<file path="config.mk">
export PLATFORM = sky130hd
export DESIGN_NAME = half_siphash_2_4_mac
export DESIGN_NICKNAME = d
export VERILOG_FILES = /design/src/hw/rtl/hsip_pkg.sv /design/src/hw/rtl/hsip_fin.sv /design/src/hw/rtl/half_siphash_2_4_mac.sv
export SDC_FILE = /design/constraint.sdc
export NUM_CORES = 2
export LEC_CHECK = 0
export BUFFER_PORTS_ARGS = -buffer_cell sky130_fd_sc_hd__buf_2
export CAP_MARGIN = 20
export CORE_MARGIN = 3
export CORE_UTILIZATION = 37
export DETAILED_ROUTE_END_ITERATION = 12
export GPL_ROUTABILITY_DRIVEN = 1
export GPL_TIMING_DRIVEN = 0
export SYNTH_ARGS = -nofsm -noshare
export SYNTH_HDL_FRONTEND = slang
export SYNTH_HIERARCHICAL = 1
export SYNTH_SLANG_ARGS = --single-unit
</file>
<file path="constraint.sdc">
create_clock -name clk_i -period 10.7 [get_ports clk_i]
set_input_delay 1.07 -clock clk_i [delete_from_list [all_inputs] [get_ports clk_i]]
set_output_delay 1.07 -clock clk_i [all_outputs]
set_load 0.02 [all_outputs]
</file>
<file path="src/hw/rtl/hsip_pkg.sv">
// HalfSipHash-2-4 shared types, constants and round functions.
package hsip_pkg;

  localparam logic [31:0] SIP_C0    = 32'h6c796765;
  localparam logic [31:0] SIP_C1    = 32'h74656462;
  localparam int unsigned LEN_SHIFT = 24;
  localparam logic [31:0] FIN_XOR   = 32'h0000_00ff;

  localparam logic REG_KEY_LOW  = 1'b0;
  localparam logic REG_KEY_HIGH = 1'b1;

  typedef struct packed {
    logic [31:0] v0;
    logic [31:0] v1;
    logic [31:0] v2;
    logic [31:0] v3;
  } sip_state_t;

  typedef struct packed {
    sip_state_t  st;
    logic        extra;
    logic [7:0]  len;
  } fin_req_t;

  function automatic logic [31:0] rotl(logic [31:0] x, int unsigned b);
    return (x << b) | (x >> (32 - b));
  endfunction

  function automatic sip_state_t sip_round(sip_state_t s);
    sip_state_t r;
    r = s;
    r.v0 = r.v0 + r.v1; r.v1 = rotl(r.v1, 5);  r.v1 = r.v1 ^ r.v0; r.v0 = rotl(r.v0, 16);
    r.v2 = r.v2 + r.v3; r.v3 = rotl(r.v3, 8);  r.v3 = r.v3 ^ r.v2;
    r.v0 = r.v0 + r.v3; r.v3 = rotl(r.v3, 7);  r.v3 = r.v3 ^ r.v0;
    r.v2 = r.v2 + r.v1; r.v1 = rotl(r.v1, 13); r.v1 = r.v1 ^ r.v2; r.v2 = rotl(r.v2, 16);
    return r;
  endfunction

  function automatic sip_state_t sip_double(sip_state_t s);
    return sip_round(sip_round(s));
  endfunction

  function automatic sip_state_t sip_compress(sip_state_t s, logic [31:0] m);
    sip_state_t r;
    r = s;
    r.v3 = r.v3 ^ m;
    r = sip_double(r);
    r.v0 = r.v0 ^ m;
    return r;
  endfunction

  function automatic logic [31:0] len_block(logic [7:0] len);
    return 32'(len) << LEN_SHIFT;
  endfunction

endpackage

</file>
<file path="src/hw/rtl/hsip_fin.sv">
// HalfSipHash finalisation pipeline: trailing length block, v2 flip, four rounds.
module hsip_fin import hsip_pkg::*; (
  input  logic        clk_i,
  input  logic        rst_ni,
  input  logic        req_valid_i,
  output logic        req_ready_o,
  input  fin_req_t    req_i,
  output logic        out_valid_o,
  input  logic        out_stall_i,
  output logic [31:0] hash_value_o
);

  logic       s1_valid_q, s2_valid_q, s3_valid_q, out_valid_q;
  fin_req_t   s1_q;
  sip_state_t s2_q, s2_d, s3_q, s3_d, s4_st;
  logic [31:0] hash_q;
  logic       out_ready, s3_ready, s2_ready, s1_ready;

  assign out_ready = !out_valid_q || !out_stall_i;
  assign s3_ready  = !s3_valid_q || out_ready;
  assign s2_ready  = !s2_valid_q || s3_ready;
  assign s1_ready  = !s1_valid_q || s2_ready;
  assign req_ready_o = s1_ready;

  always_comb begin
    sip_state_t t;
    s2_d = s1_q.extra ? sip_compress(s1_q.st, len_block(s1_q.len)) : s1_q.st;
    t = s2_q;
    t.v2 = t.v2 ^ FIN_XOR;
    s3_d = sip_double(t);
    s4_st = sip_double(s3_q);
  end

  always_ff @(posedge clk_i or negedge rst_ni) begin
    if (!rst_ni) begin
      s1_valid_q  <= 1'b0;
      s2_valid_q  <= 1'b0;
      s3_valid_q  <= 1'b0;
      out_valid_q <= 1'b0;
    end else begin
      if (s1_ready)  s1_valid_q  <= req_valid_i;
      if (s2_ready)  s2_valid_q  <= s1_valid_q;
      if (s3_ready)  s3_valid_q  <= s2_valid_q;
      if (out_ready) out_valid_q <= s3_valid_q;
    end
  end

  always_ff @(posedge clk_i) begin
    if (s1_ready && req_valid_i) s1_q   <= req_i;
    if (s2_ready && s1_valid_q)  s2_q   <= s2_d;
    if (s3_ready && s2_valid_q)  s3_q   <= s3_d;
    if (out_ready && s3_valid_q) hash_q <= s4_st.v1 ^ s4_st.v3;
  end

  assign out_valid_o  = out_valid_q;
  assign hash_value_o = hash_q;

endmodule

</file>
<file path="src/hw/rtl/half_siphash_2_4_mac.sv">
// HalfSipHash-2-4 keyed MAC, 32-bit tag, streaming top level.
// Takes one little-endian message word per cycle while in_stall_o is low. Each transfer lands
// in an input register, then the absorb stage runs one compression (two SipRounds) against the
// running state; that feedback loop sets the rate of one word per clock. The key is sampled on
// the first word of each message. Last words leave the loop into a three-stage finalisation
// pipeline, from whose last stage the tag passes into the output register. A waiting tag does
// not hold up intake until every stage behind it is full, and then it stalls only a last word.
module half_siphash_2_4_mac import hsip_pkg::*; (
  input  logic        clk_i,
  input  logic        rst_ni,
  input  logic        cfg_we_i,
  input  logic        cfg_index_i,
  input  logic [31:0] cfg_data_i,
  input  logic        in_valid_i,
  output logic        in_stall_o,
  input  logic [31:0] data_word_i,
  input  logic [2:0]  byte_count_i,
  input  logic        is_last_i,
  output logic        out_valid_o,
  input  logic        out_stall_i,
  output logic [31:0] hash_value_o
);

  logic [31:0] key_low_q, key_high_q;
  logic        in_valid_q;
  logic [31:0] word_q;
  logic [2:0]  count_q;
  logic        last_q;
  sip_state_t  st_q, st_start, st_abs;
  logic [7:0]  len_q, len_base, len_full, len_fin;
  logic        in_msg_q;
  logic        full;
  logic [23:0] tail_mask;
  logic [31:0] block;
  logic        fin_ready, absorb, in_take;
  fin_req_t    fin_req;

  always_ff @(posedge clk_i or negedge rst_ni) begin
    if (!rst_ni) begin
      key_low_q  <= '0;
      key_high_q <= '0;
    end else if (cfg_we_i) begin
      case (cfg_index_i)
        REG_KEY_LOW:  key_low_q  <= cfg_data_i;
        REG_KEY_HIGH: key_high_q <= cfg_data_i;
        default: ;
      endcase
    end
  end

  assign absorb     = in_valid_q && (!last_q || fin_ready);
  assign in_stall_o = in_valid_q && !absorb;
  assign in_take    = in_valid_i && !in_stall_o;

  always_comb begin
    if (in_msg_q) begin
      st_start = st_q;
      len_base = len_q;
    end else begin
      st_start.v0 = key_low_q;
      st_start.v1 = key_high_q;
      st_start.v2 = key_low_q ^ SIP_C0;
      st_start.v3 = key_high_q ^ SIP_C1;
      len_base    = '0;
    end
    full     = !last_q || (count_q inside {[3'd4:3'd7]});
    len_full = len_base + 8'd4;
    len_fin  = full ? len_full : len_base + 8'(count_q);
    case (count_q)
      3'd1:    tail_mask = 24'h0000ff;
      3'd2:    tail_mask = 24'h00ffff;
      3'd3:    tail_mask = 24'hffffff;
      default: tail_mask = 24'h000000;
    endcase
    block   = full ? word_q : (len_block(len_fin) | 32'(word_q[23:0] & tail_mask));
    st_abs  = sip_compress(st_start, block);
    fin_req.st    = st_abs;
    fin_req.extra = full;
    fin_req.len   = len_fin;
  end

  always_ff @(posedge clk_i or negedge rst_ni) begin
    if (!rst_ni) begin
      in_valid_q <= 1'b0;
      in_msg_q   <= 1'b0;
      st_q       <= '0;
      len_q      <= '0;
    end else begin
      if (!in_stall_o) in_valid_q <= in_valid_i;
      if (absorb) begin
        in_msg_q <= !last_q;
        st_q     <= st_abs;
        len_q    <= len_full;
      end
    end
  end

  always_ff @(posedge clk_i) begin
    if (in_take) begin
      word_q  <= data_word_i;
      count_q <= byte_count_i;
      last_q  <= is_last_i;
    end
  end

  hsip_fin u_fin (
    .clk_i        (clk_i),
    .rst_ni       (rst_ni),
    .req_valid_i  (in_valid_q && last_q),
    .req_ready_o  (fin_ready),
    .req_i        (fin_req),
    .out_valid_o  (out_valid_o),
    .out_stall_i  (out_stall_i),
    .hash_value_o (hash_value_o)
  );

endmodule
</file>
==> Word-level counts from Yosys, hierarchy flattened <==
Index checks and enable logic that the tools add are counted.
{ "op_classes": {"addsub": 34, "order_cmp": 2, "n_eq_ne": 3, "mux": 6, "bitwise": 90, "reduce_logical": 25} }
{ "ops": {"columns": ["op", "count"], "rows": [
  ["$xor A32 B32 Y32", 37],
  ["$add A32 B32 Y32", 32],
  ["$or A32 B16 Y32", 15],
  ["$mux W128", 2],
  ["$or A32 B13 Y32", 8],
  ["$or A32 B5 Y32", 8],
  ["$or A32 B7 Y32", 8],
  ["$or A32 B8 Y32", 8],
  ["$pmux W24 S3", 1],
  ["$mux W32", 1],
  ["$or A32 B24 Y32", 1],
  ["$and A24 B24 Y24", 1],
  ["$not A18 Y18", 1],
  ["$mux W8", 2],
  ["$not A14 Y14", 1],
  ["$logic_and A1 B1 Y1", 9],
  ["$add A8 B3 Y8", 1],
  ["$add A8 B3 Y8 const B", 1],
  ["$logic_not A1 Y1", 8],
  ["$not A8 Y8", 1],
  ["$eq A3 B2 Y1 const B", 2],
  ["$logic_or A1 B1 Y1", 6],
  ["$reduce_and A2 Y1", 2],
  ["$eq A3 B1 Y1 const B", 1],
  ["3 further kinds", 3]
]} }
{ "word_totals": {"reg_bits": 667, "inputBits": 74, "output_inout_bits": 34} }

==> Logic depth before layout (Yosys ltp) <==
{ "logic_depth": {"ltp_word": 15, "depth_mapped": 56, "mapped_depth_nobuf": 53} }

==> By module <==
The synthesis kept the hierarchy.
{ "modules_own_cells": {"columns": ["mod", "n_inst", "cells_each", "area_per_inst_um2"], "rows": [
  ["hsip_fin", 1, 5986, 55600.8],
  ["half_siphash_2_4_mac", 1, 3092, 26623.0]
]} }

==> Worst setup path before layout <==
No wires, ideal clock.
{ "synth_path": {"kind": "register -> register", "from": "reg in_msg_q", "to": "reg st_q[28] (netlist name)", "arrival_time_ns": 11.512, "setup_slack_ns": -0.937, "path_stages_with_launch": 51, "n_path_buf": 7, "synth_period_minus_slack_ns": 11.637, "path_cell_list": "dfrtp_1 > buf_2 > buf_2 > buf_1 > clkbuf_1 > buf_1 > clkbuf_1 > buf_1 > mux2_2 > ha_1 > fa_1 > a211o_1 > a21oi_2 > a21o_1 > a211oi_1 > nand3b_1 > xnor2_1 > ha_1 > [... 15 more ...] > a2111o_1 > a31oi_1 > nor4b_1 > mux2i_1 > nand2b_1 > a21oi_1 > xnor2_1 > ha_1 > a21o_1 > a21o_1 > a21oi_1 > a21bo_2 > a221o_1 > a21oi_1 > nor4_1 > a311o_1 > xor2_1 > mux2_2"} }
{ "synth_lines": {"columns": ["element", "line_no", "text"], "rows": [
  ["start: declaration", "half_siphash_2_4_mac.sv:31", "logic in_msg_q;"],
  ["start signal: assignment", "half_siphash_2_4_mac.sv:91", "in_msg_q <= !last_q;"],
  ["end signal: assignment", "half_siphash_2_4_mac.sv:92", "st_q <= st_abs;"],
  ["end: declaration", "half_siphash_2_4_mac.sv:29", "sip_state_t st_q, st_start, st_abs;"]
]} }

==> impl_metrics.toml <==
[synth]
synth.ff_latch_count = 667
synth_enable_flop_cells = 461
yosysUniqueCellTypes = 114
synthArstFlopShare_pct = 30.88
yosysSeqAreaShare_pct = 23.11
synth_area_sq_um = 82220
yosys_warnings = 6
yosys-top-cells-count = "xnor2_1, ha_1, xor2_1, a21oi_1, nand2_1"
syn_nets = 10180
syn_inst = 9078
yosys.area.top_type = "edfxtp_1"
yosysMostFrequentCell = "xnor2_1"
synth.area.top_cells = "edfxtp_1, ha_1, xnor2_1"
netlist.area_leader.share_pct = 16.84
ys.flop_type = "edfxtp_1"
syn_area_per_cell_sq_um = 9.057

[worst_setup_path]
endpoint_kind = "flip-flop"
worstSetupStartpointType = "flip-flop"
rr_startpoint = "in_msg_q$_DFFE_PN0P_"
rr_endpoint = "st_q[28]$_DFFE_PN0P_"
crit_required_ps = 11300
slowest_delay_ps = 490
reg2regPathDepth = 49
cp_common_cell = "buf_12"
ff2ff_setup_slack_ps = -620
slowest_stage = "a221o_2"
critPathMaxFanout = 7
cp_data_arrival_time_ps = 11920
critPathKind = "reg2reg"

[floorplanning]
core_sq_um = 220400
die_area_sq_um = 227900
initial_core_util_pct = 37.31
dieWidth_um = 477.4
die_y_um = 477.4
io_pins = 108
rows = 172

[placement]
port_buffers = 107
pre_cts_slack_ps = -5568
dpl_cell_area_sq_um = 87150
finalWeightedCongestion = 1.095
hpwl_um = 404600

[run]
maxCapViolations = 0

[clocking]
insertion_delay_ps = 780
cts_root_buffer = "clkbuf_16"
cts_buffers = 82
htree_levels = 3
cts_num_sinks = 667
cts_tree = "done"
path_clk_slew_ps = 70
cts_buffer_depth = 3
ctsHoldBuffers = 0

[timing]
hold_viol = 0
post-route-period-util_pct = 105.8
fmax_ghz = 0.08833
max_slew.worst_pin.slew_ps = 1258
layout_setup_ws_ps = -621.0
rsz0062_at_grt = "true"
maxSlewViolCount = 0
layout_min_cycle_time_ps = 11320
fin_skew_ps = 96.96
slew_headroom_pct = 15.85
setup_viol_count_final = 82

[outcome]
status = "finished, violations left"
violations = "setup timing"

[global_route]
grtUsageTotal_pct = 39.21
grt_pass1_wl_um = 614200
grt_pass1_vias = 73030
grt_antenna_before_repair = 63
grt_max_degree = 105
grt_overflow = 0

[routing]
vias_per_cell = 6.036
antenna_left = 0
drt_pass1_iterations = 7
routed_wl_um = 469200
routedWlPerCell_um = 36.20
drc = 0
drt_iter0_drc = 8278
vias = 78230

[cells_and_area]
final_design_area_no_fill_sq_um = 108800
syn_to_final_growth_pct = 32.36
drive_gt1_share_pct = 28.04
nNetsFinal = 11010

[hold_path]
hp-class = "in2async"
-- stage by stage --
step | setup TNS [ps] | instances | utilization [%] | hold WS, ps
2_1_floorplan | 0 | 9078 | - | 440.2
3_3_place_gp | -1435680 | 12140 | 39.25 | 457.3
3_5_place_dp | -1175460 | 12180 | 39.55 | 464.4
4_1_cts | -15770 | 12730 | 46.78 | 95.75
5_1_grt | -41570 | 12940 | 49.36 | 109.0
6_report | -20060 | 12960 | 49.38 | 136.9
-- layer usage --
layer  GRT usage, %  share of wire, %
met2          60.16                43
met3          7.929               8.3
met4          26.81               8.7
met5              0             0.038
met1          49.55                40
-- cells by family after synthesis --
family	Yosys count	synth area share, %
and+or+nand+nor	1982	11.47
muxes	249	3.401
xor gates and xnor gates	2084	23.68
DFF	667	23.11
buffers and inverters	563	2.587
adders and majority gates	1029	15.95
AOI/OAI and AO/OA	2504	19.80
-- state kept, by name, summed over array words and instances (netlist names) --
name and cells:
u_fin/s1_valid_q 1, u_fin/s3_q 128, len_q 8, in_valid_q 1
u_fin/hash_value_o 32, st_q 128, u_fin/s1_q 137, u_fin/s3_valid_q 1
u_fin/out_valid_o 1, word_q 32, last_q 1, key_high_q 32
u_fin/s2_valid_q 1, u_fin/s2_q 128, key_low_q 32, count_q 3
in_msg_q 1
-- repair_timing --
item                                    4_1_cts  5_1_grt
endpoints found under the setup margin      471      243
resized for setup                          1560      709
buffers inserted                            406      224
pin swaps                                   434      435
cloned                                        1        0
-- layout by cell type, fill, tap and decap left out, drive strengths merged, types with 74 or more instances in the layout --
| master | n |
|---|---|
| xnor2 | 1068 |
| ha | 992 |
| xor2 | 938 |
| a21oi | 814 |
| buf | 781 |
| nand2 | 646 |
| nor2 | 482 |
| edfxtp | 461 |
| inv | 459 |
| o21ai | 403 |
| a21o | 392 |
| mux2 | 233 |
| dfrtp | 206 |
| clkbuf | 183 |
| o21bai | 160 |
| nand3 | 148 |
| o21a | 145 |
| nand2b | 119 |
| nor2b | 118 |
| nor3 | 112 |
| and3 | 86 |
| a31oi | 85 |
| a211oi | 74 |
-- worst max-delay path, delay by kind of cell (launching register included) --
kind / cells / cell delay (ps)
multiplexers: 2 / 630
XOR/XNOR: 3 / 570
adder cells (fa/ha/maj): 5 / 1290
AND/OR/NAND/NOR: 5 / 580
AO/OA/AOI/OAI: 24 / 6260
buffers and inverters: 10 / 1320
flip-flops: 1 / 420
-- layout make-up --
type / count / area (sq um)
multi-input combinational: 7848 / 74520
fill: 20580 / 111500
clock buffer: 105 / 2230
antenna: 25 / 62.56
inverter: 451 / 1695
clock inverter: 47 / 503.0
timing repair buffer: 759 / 6526
buffer: 100 / 588.1
sequential: 667 / 19000
tap: 2958 / 3701
-- how the worst max path moves through the flow --
stage          slack (ps)            startpoint              endpoint  cells past startpoint
6_report             -620  in_msg_q$_DFFE_PN0P_  st_q[28]$_DFFE_PN0P_                     49
3_3_place_gp        -6500  in_msg_q$_DFFE_PN0P_  st_q[24]$_DFFE_PN0P_                     39
2_1_floorplan          20  in_msg_q$_DFFE_PN0P_  st_q[28]$_DFFE_PN0P_                     51
3_5_place_dp        -5570  in_msg_q$_DFFE_PN0P_  st_q[30]$_DFFE_PN0P_                     48
4_1_cts              -580  in_msg_q$_DFFE_PN0P_  st_q[28]$_DFFE_PN0P_                     49
5_1_grt              -860  in_msg_q$_DFFE_PN0P_  st_q[28]$_DFFE_PN0P_                     49
Power is left out: the tool's default activity adds up to more than one toggle a clock period on the data nets, which glitch-free logic cannot reach.
